**config.mk**
```make
export PLATFORM = sky130hd
export DESIGN_NAME = nps_ctrl
export DESIGN_NICKNAME = d
export VERILOG_FILES = /design/src/sv/nps_pkg.sv /design/src/sv/nps_ctrl.sv
export SDC_FILE = /design/constraint.sdc
export NUM_CORES = 1
export LEC_CHECK = 0
export ABC_AREA = 1
export BUFFER_PORTS_ARGS = -buffer_cell sky130_fd_sc_hd__buf_2
export CAP_MARGIN = 25
export CORE_AREA = 2 2 39 41
export DETAILED_ROUTE_END_ITERATION = 8
export DIE_AREA = 0 0 41 43
export SLEW_MARGIN = 30
export SYNTH_ARGS = -nofsm -noshare
export SYNTH_HDL_FRONTEND = slang
export SYNTH_SLANG_ARGS = --single-unit
```
**constraint.sdc**
```tcl
create_clock -name clk -period 1.7 [get_ports clk]
set_input_delay 0.255 -clock clk [delete_from_list [all_inputs] [get_ports clk]]
set_output_delay 0.255 -clock clk [all_outputs]
set_load 0.005 [all_outputs]
```
**src/sv/nps_pkg.sv**
```systemverilog
// Shared types and constants for the nearest path point search.
// Used by the controller, the datapath, the square root unit and the top level.
`default_nettype none

package nps_pkg;

  localparam int IDX_W  = 10;  // point_index / near_index width
  localparam int LEN_W  = 11;  // path_length register width
  localparam int DIFF_W = 34;  // coordinate difference, wide enough for any COORD_BITS up to 32
  localparam int AXIS_W = 20;  // per-axis distance once it is known to be below the limit
  localparam int SQ_W   = 40;  // squared per-axis distance, also holds the limit squared
  localparam int SUM_W  = 42;  // sum of three squares
  localparam int ROOT_W = 20;  // integer square root of a SQ_W value
  localparam int DIST_W = 20;  // distance_mm width

  localparam logic [AXIS_W-1:0] LIMIT_MM = 20'd999000;
  localparam logic [SQ_W-1:0]   LIMIT_SQ = 40'd998001000000;

  localparam logic MODE_LOAD  = 1'b0;
  localparam logic MODE_QUERY = 1'b1;

  typedef enum logic [1:0] {
    ST_IDLE,
    ST_SCAN,
    ST_ROOT,
    ST_DONE
  } state_t;

  typedef struct packed {
    logic in_ready;
    logic load_wr;
    logic query_start;
    logic sqrt_start;
    logic out_load;
  } cmd_t;

  typedef struct packed {
    logic in_valid;
    logic in_mode;
    logic scan_busy;
    logic root_done;
    logic out_free;
  } status_t;

endpackage

`default_nettype wire

```
**src/sv/nps_ctrl.sv**
```systemverilog
// Controller: sequences load, scan, square root and result hand-off.
// Depends on nps_pkg for state, command and status types.
`default_nettype none

module nps_ctrl
  import nps_pkg::*;
(
  input  wire logic    clk,
  input  wire logic    rst,
  input  wire status_t status,
  output cmd_t         cmd
);

  state_t state;
  state_t state_next;

  always_ff @(posedge clk) begin
    if (rst) begin
      state <= ST_IDLE;
    end else begin
      state <= state_next;
    end
  end

  always_comb begin
    state_next = state;
    cmd        = '0;
    case (state)
      ST_IDLE: begin
        cmd.in_ready = 1'b1;
        if (status.in_valid) begin
          if (status.in_mode == MODE_QUERY) begin
            cmd.query_start = 1'b1;
            state_next      = ST_SCAN;
          end else begin
            cmd.load_wr = 1'b1;
          end
        end
      end
      ST_SCAN: begin
        // wait for the last point to leave the pipeline
        if (!status.scan_busy) begin
          cmd.sqrt_start = 1'b1;
          state_next     = ST_ROOT;
        end
      end
      ST_ROOT: begin
        if (status.root_done) begin
          state_next = ST_DONE;
        end
      end
      ST_DONE: begin
        // hold until the result register frees up
        if (status.out_free) begin
          cmd.out_load = 1'b1;
          state_next   = ST_IDLE;
        end
      end
      default: begin
        state_next = ST_IDLE;
      end
    endcase
  end

  assert property (@(posedge clk) disable iff (rst) cmd.out_load |-> status.out_free)
    else $error("result loaded over a pending transaction");
  assert property (@(posedge clk) disable iff (rst) cmd.sqrt_start |-> !status.scan_busy)
    else $error("square root started during scan");
  assert property (@(posedge clk) disable iff (rst) cmd.query_start |=> !cmd.in_ready)
    else $error("input taken while a query is in flight");

endmodule

`default_nettype wire

```
==> results.sh, run 1 <==
export IMPL_status="completed"
export IMPL_largest_reg_flops=2
export IMPL_syn_num_nets=56
export IMPL_grt_antenna_before_repair=0
export IMPL_wl_um=478
export IMPL_synth_edf_count=0
export IMPL_worstPathRequired_ns=1.44
export IMPL_synth_most_common_cell="inv_1"
export IMPL_core_area_mm2=0.00138
export IMPL_ant_nets=0
export IMPL_cts_hold_buf=0
export IMPL_grt_pass1_vias=229
export IMPL_via_per_inst=3.69
export IMPL_crit_path_end_kind="output pin"
export IMPL_post_cts_resize_count=0
export IMPL_grt_setup_unrepaired="false"
export IMPL_ir_worst_vdd_uv=463
export IMPL_fp_dieH_um=43
export IMPL_diodes=0
export IMPL_syn_inst=44
export IMPL_clkSinkCount=2
export IMPL_path_class="flip-flop to output pin"
export IMPL_floorplan_initialDensity=0.191
export IMPL_cts_buffer_depth=2
export IMPL_yosysUniqueCellTypes=11
export IMPL_power_density_mw_per_mm2=1380
export IMPL_ios=12
export IMPL_post_dp_hpwl_um=445
export IMPL_numCtsBuffers=3
export IMPL_synth_top_cell_area_share=0.237
export IMPL_ys_seq_elements=2
export IMPL_grt_pass1_wl_um=752
export IMPL_cap_violations=0
export IMPL_synth_area_leaders="ha_1 (24%), inv_1 (17%), dfxtp_1 (15%)"
export IMPL_cts_setup_buffers=0
export IMPL_worst_setup_path_start_kind="flip-flop"
export IMPL_fmaxAchievable_mhz=702
export IMPL_period_share=0.838
export IMPL_nets=72
export IMPL_first_iter_violations=0
export IMPL_wire_per_inst_um=6.46
export IMPL_root_buffer="clkbuf_4"
export IMPL_maxSlewViolCount=0
export IMPL_stdcell_count=74
export IMPL_crit_fanout=4
export IMPL_yosys_top_cells_count="inv_1 (12), nand2_1 (8), nor2_1 (7)"
export IMPL_hold_violations=0
export IMPL_first_pass_iters=1
export IMPL_max_slew_margin=0.900
export IMPL_final_min_clock_period_ns=1.42
export IMPL_grt_max_degree=5
export IMPL_critPathArrivalTime_ns=1.17
export IMPL_routabilityCongestion=0.658
export IMPL_skew_ns=0.000551
export IMPL_rows=14
export IMPL_dieArea_mm2=0.00176
export IMPL_grtUsageTotal=0.0652
export IMPL_leakage_nw=0.240
export IMPL_worst_pin_slew_ns=0.149
export IMPL_netlist_area_um2=264
export IMPL_async_flop_share=0
export IMPL_top_regs="state (2)"
export IMPL_setup_viol=0
export IMPL_vias=273
export IMPL_drc=0
export IMPL_syn2layout_area_growth_pct=37.0
export IMPL_drive_above_1_share=0.362
export IMPL_port_buffers=11
export IMPL_die_w_um=41
export IMPL_synth_area_leader_cell="ha_1"
export IMPL_tns_ns=0
export IMPL_dp_cells=71
export IMPL_clk_pin_slew_ns=0.03
export IMPL_cts_tree="done"
export IMPL_min_path_type="input port to flip-flop"
export IMPL_yosysWarnings=0
export IMPL_synth_area_per_cell_um2=6.00
export IMPL_synth_seq_area_share=0.152
export IMPL_top_register="state"
export IMPL_insertion_delay_ns=0.22
export IMPL_ys_flop_type="dfxtp_1"
export IMPL_htree_num_levels=1
export IMPL_gr_total_overflow=0
==> final timing paths <==
| kind | start | endpoint | slack (ns) | cells after the start |
|---|---|---|---|---|
| setup / recovery | state[0] | cmd[2] | 0.28 | 5 |
| hold / removal | rst | state[1] | 0.28 | 4 |
| setup reg to reg | state[0] | state[0] | 0.47 | 8 |
| hold reg to reg | state[1] | state[1] | 0.52 | 2 |
==> kinds of logic (layout without fill, tap and decap cells) <==
logic type,after synthesis,in the layout,synth area share
and+or+nand+nor,24,24,0.427
buffers and inverters,13,27,0.185
adders and majority gates,5,5,0.237
DFF,2,2,0.152
==> layer usage <==
layer	wire length, µm	track usage	vias to the layer above
li1	-	-	153
met1	178	0.0609	116
met2	283	0.106	4
met3	16	0	0
met4	0	0.0800	0
met5	0	0	-
==> report_power, final <==
| group | total (mW) | switching, mW | leakage (nW) | internal, mW |
|---|---|---|---|---|
| combinational | 0.310 | 0.177 | 0.210 | 0.133 |
| sequential | 0.0881 | 0.0201 | 0.0166 | 0.0679 |
| clock | 0.101 | 0.0239 | 0.0138 | 0.0775 |
| total | 0.500 | 0.221 | 0.240 | 0.279 |
==> critical path, cell delays in order (launching register included) <==
cell	delay, ns
dfxtp_1	0.32
inv_1	0.11
ha_1	0.20
inv_1	0.05
nor3_1	0.13
buf_2	0.14
==> placed cells by master, fill, tap and decap left out <==
cell / n
nand2_2: 3
nor2_2: 2
nand3_2: 1
clkbuf_4: 3
nor3_1: 1
buf_2: 11
ha_1: 5
nand2_1: 8
nand3_1: 2
inv_1: 12
inv_2: 1
nor2_1: 7
dfxtp_1: 2
==> stage by stage <==
| stage | hold slack, ns | power, mW | util | instance area, µm² | worst slack, ns |
|---|---|---|---|---|---|
| floorplan | 0.411 | 0.324 | - | 264 | 0.547 |
| global placement | 0.504 | 0.402 | 0.245 | 339 | 0.492 |
| detailed placement | 0.514 | 0.406 | 0.245 | 339 | 0.467 |
| CTS | 0.278 | 0.515 | 0.261 | 362 | 0.254 |
| global route | 0.307 | 0.562 | 0.261 | 362 | 0.200 |
| finish | 0.281 | 0.500 | 0.261 | 362 | 0.276 |
==> final cells by class <==
class	instances	area, µm²
inverters	13	48.8
well taps	16	20.0
clock buffers	3	22.5
repair buffers	11	55.1
multi-input cells	29	175
fillers	173	1020
flip-flops and latches	2	40.0
(Power assumes the default switching activity.)
==> run 2, diff against run 1 <==
==> constraint.sdc (replaced) <==
create_clock -name clk -period 1.2 [get_ports clk]
set_input_delay 0.18 -clock clk [delete_from_list [all_inputs] [get_ports clk]]
set_output_delay 0.18 -clock clk [all_outputs]
set_load 0.005 [all_outputs]
==> run 2 against run 1 <==
Net effect: the run now ends with setup timing left; global-route usage grew 2.2 points; first-iteration DRC count up 1; setup slack got worse by 0.30 ns; clock-buffer cell count is the same; clock skew grew 0.00057 ns; final cell count up 5.4%; cell area up 34%; core utilization increased by 9.0 points; via count increased by 9.9%; largest cell class unchanged.
==> results.sh, run 2 (synthesized netlist as in run 1, its figures left out) <==
export IMPL_ir_worst_vdd_uv=599
export IMPL_highest_layer="met3"
export IMPL_min_path_type="input port to flip-flop"
export IMPL_rr_startpoint="state[0]"
export IMPL_cts_buffer_depth=2
export IMPL_dieArea_mm2=0.00176
export IMPL_numCtsBuffers=3
export IMPL_r2r_cells=9
export IMPL_slowest_stage="dfxtp_4"
export IMPL_hold_violations=0
export IMPL_grt_pass1_vias=259
export IMPL_internal_power_mw=0.589
export IMPL_fmaxAchievable_mhz=819
export IMPL_via_per_inst=3.85
export IMPL_n_fill_cell=150
export IMPL_drive_above_1_share=0.661
export IMPL_cts_tree="done"
export IMPL_largest_reg_flops=2
export IMPL_grt_pass1_wl_um=924
export IMPL_ff2ff_setup_slack_ns=-0.02
export IMPL_core_area_mm2=0.00138
export IMPL_path_class="flip-flop to flip-flop"
export IMPL_crit_end="state[0]"
export IMPL_grt_setup_unrepaired="true"
export IMPL_wl_met3_um=13
export IMPL_dpl_instance_area_um2=354
export IMPL_vias=300
export IMPL_ios=12
export IMPL_power_density_mw_per_mm2=2160
export IMPL_root_buffer="clkbuf_4"
export IMPL_gr_total_overflow=0
export IMPL_grt_antenna_before_repair=0
export IMPL_critPathArrivalTime_ns=1.33
export IMPL_routabilityCongestion=0.657
export IMPL_worstPathRequired_ns=1.31
export IMPL_fp_dieH_um=43
export IMPL_final_cell_mix="buf_2 (10), nor2_1 (7), inv_1 (7), nand2_2 (5), nand2_1 (5)"
export IMPL_pwr_share_seq=0.144
export IMPL_fin_ws_ns=-0.0211
export IMPL_crit_path_end_kind="flip-flop"
export IMPL_worst_path_largest_cell_delay_ns=0.36
export IMPL_diodes=0
export IMPL_switching_power_mw=0.459
export IMPL_insertion_delay_ns=0.22
export IMPL_worst_pin_slew_ns=0.110
export IMPL_ant_nets=0
export IMPL_clkSinkCount=2
export IMPL_setup_viol=6
export IMPL_first_iter_violations=1
export IMPL_regArea_um2=47.5
export IMPL_clk_pin_slew_ns=0.03
export IMPL_leakage_nw=0.268
export IMPL_startpoint="state[0]"
export IMPL_drc=0
export IMPL_layout_commonest_cell="buf_2"
export IMPL_first_pass_iters=2
export IMPL_pwr_share_comb=0.718
export IMPL_die_w_um=41
export IMPL_worst_setup_path_start_kind="flip-flop"
export IMPL_rr_endpoint="state[0]"
export IMPL_max_slew_margin=0.926
export IMPL_cap_violations=0
export IMPL_post_dp_hpwl_um=477
export IMPL_routed_wl_met2_um=402
export IMPL_floorplan_initialDensity=0.191
export IMPL_syn2layout_area_growth_pct=83.9
export IMPL_switching_share=0.438
export IMPL_status="finished with violations"
export IMPL_wl_um=655
export IMPL_wire_per_inst_um=8.40
export IMPL_violations="setup timing"
export IMPL_top_regs="state (2)"
export IMPL_final_min_clock_period_ns=1.22
export IMPL_period_share=1.02
export IMPL_htree_num_levels=1
export IMPL_crit_fanout=3
export IMPL_finish_instance_area_um2=485
export IMPL_top_register="state"
export IMPL_maxSlewViolCount=0
export IMPL_cts_hold_buf=0
export IMPL_grtUsageTotal=0.0870
export IMPL_place_worst_setup_slack_ns=-0.0128
export IMPL_wl_met1_um=240
export IMPL_tns_ns=-0.0682
export IMPL_skew_ns=0.00112
export IMPL_p_clk_frac=0.138
export IMPL_rows=14
export IMPL_port_buffers=11
export IMPL_path_cells="inv_4 -> ha_4 -> buf_4 -> nand2_4 -> inv_2 -> nor2_4 -> nand3_1 -> nand2_1 -> nor2_1"
export IMPL_grt_max_degree=4
export IMPL_nets=76
export IMPL_multiInputGateArea_um2=243
-- run 2: worst min path at each step --
stage / cells after the start / to / from / slack, ns
finish: 4 / state[1] / rst / 0.21
global route: 4 / state[0] / rst / 0.23
CTS: 4 / state[0] / rst / 0.19
detailed placement: 4 / state[0] / rst / 0.44
global placement: 4 / state[0] / rst / 0.43
floorplan: 3 / state[1] / rst / 0.34
-- run 2: final cells by class --
class                           instances  area share
Sequential cell                         2      0.0979
Multi-Input combinational cell         29       0.500
Timing Repair Buffer                   15       0.204
Inverter                               13       0.111
Tap cell                               16      0.0412
Clock buffer                            3      0.0464
-- run 2: through the flow --
step                       util  hold slack, ns  instances  power, mW
after global placement    0.256           0.432         73      0.605
after CTS                 0.322           0.195         77      0.947
after detailed placement  0.256           0.435         73      0.614
final                     0.351           0.206         78       1.05
after floorplan               -           0.336         44      0.458
after global routing      0.351           0.235         78       1.16
-- run 2: power groups by stage --
stage,sequential (mW),clock (mW),combinational [mW]
floorplan,0.120,0,0.339
global placement,0.113,0,0.493
detailed placement,0.117,0,0.497
CTS,0.140,0.150,0.657
global route,0.157,0.167,0.838
finish,0.151,0.144,0.752
-- run 2: worst max-delay path, delay by kind of cell, from the launching register on --
family	cells	cell delay [ns]
buffers and inverters	3	0.22
DFF	1	0.36
adders and majority gates	1	0.16
and+or+nand+nor	5	0.36
-- run 2: metal layers --
metal	global-route usage	vias to the layer above
met5	0	-
met3	0.0314	0
met1	0.0730	133
li1	-	163
met2	0.134	4
met4	0.100	0
-- run 2: what timing repair did --
action                     CTS  global route
resized for setup           18            10
gates cloned                 0             0
hold endpoints to repair     0             0
setup buffers                1             1
setup endpoints to repair    7             6
pin swaps                    2             3
==> run 3, diff against run 2 <==
--- a/config.mk
+++ b/config.mk
@@ -5,7 +5,6 @@
 export SDC_FILE = /design/constraint.sdc
 export NUM_CORES = 1
 export LEC_CHECK = 0
-export ABC_AREA = 1
 export BUFFER_PORTS_ARGS = -buffer_cell sky130_fd_sc_hd__buf_2
 export CAP_MARGIN = 25
 export CORE_AREA = 2 2 39 41
==> constraint.sdc (replaced) <==
create_clock -name clk -period 1 [get_ports clk]
set_input_delay 0.15 -clock clk [delete_from_list [all_inputs] [get_ports clk]]
set_output_delay 0.15 -clock clk [all_outputs]
set_load 0.005 [all_outputs]
==> run 3 against run 2 <==
Net effect: the flow still finishes with violations (setup timing); largest cell class unchanged; non-clock buffer count is 2 higher; core utilization is 1.2 points lower; routed wire length is 11% lower; critical path depth is 5 lower; fmax is 15% lower; combinational power is 21% higher; clock skew is 0.0030 ns higher; first-iteration DRC count stayed put; via count is 14% lower; worst hold slack worse by 0.094 ns.
==> results.sh, run 3 <==
export IMPL_grt_busiest_layer="met2"
export IMPL_gr_total_overflow=0
export IMPL_first_pass_iters=2
export IMPL_maxSlewViolCount=0
export IMPL_wire_per_inst_um=9.40
export IMPL_yosysUniqueCellTypes=16
export IMPL_async_flop_share=0
export IMPL_synth_area_leader_cell="ha_1"
export IMPL_ys_seq_elements=2
export IMPL_synth_xor_area_frac=0
export IMPL_yosys_top_cells_count="ha_1 (5), inv_1 (4), dfxtp_1 (2), nand2_1 (2), nor2b_1 (2)"
export IMPL_nets=60
export IMPL_stdcell_count=62
export IMPL_worst_setup_path_start_kind="flip-flop"
export IMPL_synth_edf_count=0
export IMPL_switching_power_mw=0.464
export IMPL_synth_most_common_cell="ha_1"
export IMPL_clkSinkCount=2
export IMPL_drc=0
export IMPL_synth_seq_area_share=0.179
export IMPL_top_register="state"
export IMPL_worstPathRequired_ns=1.14
export IMPL_clk_pin_slew_ns=0.03
export IMPL_grt_met1_usage=0.0735
export IMPL_final_cell_mix="buf_2 (9), buf_6 (4), buf_4 (4), clkbuf_4 (3)"
export IMPL_startpoint="state[0]"
export IMPL_status="finished with violations"
export IMPL_synthSimpleGateAreaFrac=0.307
export IMPL_violations="setup timing"
export IMPL_core_area_mm2=0.00138
export IMPL_grt_max_degree=5
export IMPL_synth_area_leaders="ha_1 (28%), dfxtp_1 (18%), inv_1 (6.7%)"
export IMPL_root_buffer="clkbuf_4"
export IMPL_power_density_mw_per_mm2=2720
export IMPL_crit_path_end_kind="flip-flop"
export IMPL_internal_power_mw=0.812
export IMPL_final_min_clock_period_ns=1.43
export IMPL_first_iter_violations=1
export IMPL_htree_num_levels=1
export IMPL_syn_inst=26
export IMPL_finish_instance_area_um2=469
export IMPL_synth_area_per_cell_um2=8.61
export IMPL_switching_share=0.363
export IMPL_grt_antenna_before_repair=0
export IMPL_die_w_um=41
export IMPL_pwr_share_seq=0.152
export IMPL_hp_start="rst"
export IMPL_post_dp_hpwl_um=429
export IMPL_largest_reg_flops=2
export IMPL_hold_violations=0
export IMPL_numCtsBuffers=3
export IMPL_p_clk_frac=0.137
export IMPL_grt_setup_unrepaired="true"
export IMPL_floorplan_initialDensity=0.162
export IMPL_ir_worst_vdd_uv=888
export IMPL_path_cells="ha_1 -> and2b_4 -> or4b_1 -> a21oi_1"
export IMPL_ys_flop_type="dfxtp_1"
export IMPL_leakage_nw=0.214
export IMPL_cap_violations=0
export IMPL_min_path_type="input port to flip-flop"
export IMPL_vias=259
export IMPL_fp_dieH_um=43
export IMPL_place_worst_setup_slack_ns=-0.448
export IMPL_drive_above_1_share=0.848
export IMPL_synth_compound_area_frac=0.168
export IMPL_top_regs="state (2)"
export IMPL_dpl_instance_area_um2=387
export IMPL_via_per_inst=4.18
export IMPL_synth_area_mux_share=0
export IMPL_setup_viol=7
export IMPL_insertion_delay_ns=0.22
export IMPL_dp_cells=59
export IMPL_layout_commonest_cell="buf_2"
export IMPL_grt_pass1_vias=255
export IMPL_cts_tree="done"
export IMPL_skew_ns=0.00410
export IMPL_grtUsageTotal=0.0852
export IMPL_synth_top_family_by_area="simple AND/OR/NAND/NOR gates"
export IMPL_netlist_area_um2=224
export IMPL_gr_usage_met2=0.128
export IMPL_diodes=0
export IMPL_fmaxAchievable_mhz=697
export IMPL_dieArea_mm2=0.00176
export IMPL_syn_num_nets=38
export IMPL_pwr_share_comb=0.711
export IMPL_synthAdderAreaFrac=0.279
export IMPL_grtUsageMet3=0.0471
export IMPL_rows=14
export IMPL_routabilityCongestion=0.665
export IMPL_wl_um=583
export IMPL_worst_pin_slew_ns=0.214
export IMPL_path_class="flip-flop to flip-flop"
export IMPL_rr_startpoint="state[0]"
export IMPL_worst_path_largest_cell_delay_ns=0.50
export IMPL_cts_buffer_depth=2
export IMPL_crit_buf_inv=0
export IMPL_port_buffers=11
export IMPL_p_total_mw=1.28
export IMPL_period_share=1.43
export IMPL_fin_ws_ns=-0.434
export IMPL_grt_pass1_wl_um=952
export IMPL_syn2layout_area_growth_pct=109
export IMPL_synth_top_cell_area_share=0.279
export IMPL_yosysWarnings=0
export IMPL_slowest_stage="or4b_1"
export IMPL_cpLargestDelayFamily="simple AND/OR/NAND/NOR gates"
export IMPL_ios=12
export IMPL_critPathArrivalTime_ns=1.58
export IMPL_crit_fanout=3
export IMPL_max_slew_margin=0.856
export IMPL_ant_nets=0
==> run 3: through the flow <==
step / utilization / setup TNS [ns] / hold WS, ns
after floorplan: - / -0.612 / 0.212
after global placement: 0.279 / -0.941 / 0.322
after detailed placement: 0.279 / -0.949 / 0.335
after CTS: 0.323 / -1.92 / 0.102
after global routing: 0.339 / -2.32 / 0.0969
final: 0.339 / -1.86 / 0.112
==> run 3: what timing repair did <==
item	in CTS	in global routing
setup endpoints to repair	7	7
pin swaps	1	4
gates resized for setup	10	5
buffers inserted	0	1
hold buffers	0	0
==> run 3: logic make-up (layout without fill, tap and decap cells) <==
family / count (synthesis) / in the layout
simple gates: 11 / 11
fa+ha+maj: 5 / 5
compound gates: 4 / 4
buf+inv: 4 / 24
flops: 2 / 2
==> run 3: power by group through the flow <==
stage               clock, mW  sequential, mW  combinational, mW
floorplan                   0           0.162              0.437
global placement            0           0.173              0.689
detailed placement          0           0.172              0.688
CTS                     0.189           0.195              0.835
global route            0.209           0.200               1.02
finish                  0.175           0.194              0.907
==> run 3: per-layer routing <==
layer | up-vias | part of all wire
met3 | 0 | 0.081
met4 | 0 | 0
li1 | 130 | -
met1 | 119 | 0.36
met5 | - | 0
met2 | 10 | 0.56
==> run 3: layout make-up <==
type / instances / area [µm²]
Timing Repair Buffer: 17 / 120
Clock buffer: 3 / 22.5
Inverter: 4 / 22.5
Multi-Input combinational cell: 20 / 236
Tap cell: 16 / 20.0
Sequential cell: 2 / 47.5
Fill cell: 150 / 915
==> run 3: final timing paths <==
| path | endpoint | slack (ns) | cells past startpoint |
|---|---|---|---|
| worst max-delay path | state[1] | -0.43 | 4 |
| worst min-delay path | state[0] | 0.11 | 2 |
| worst max register to register | state[1] | -0.43 | 4 |
| worst min register to register | state[1] | 0.53 | 2 |
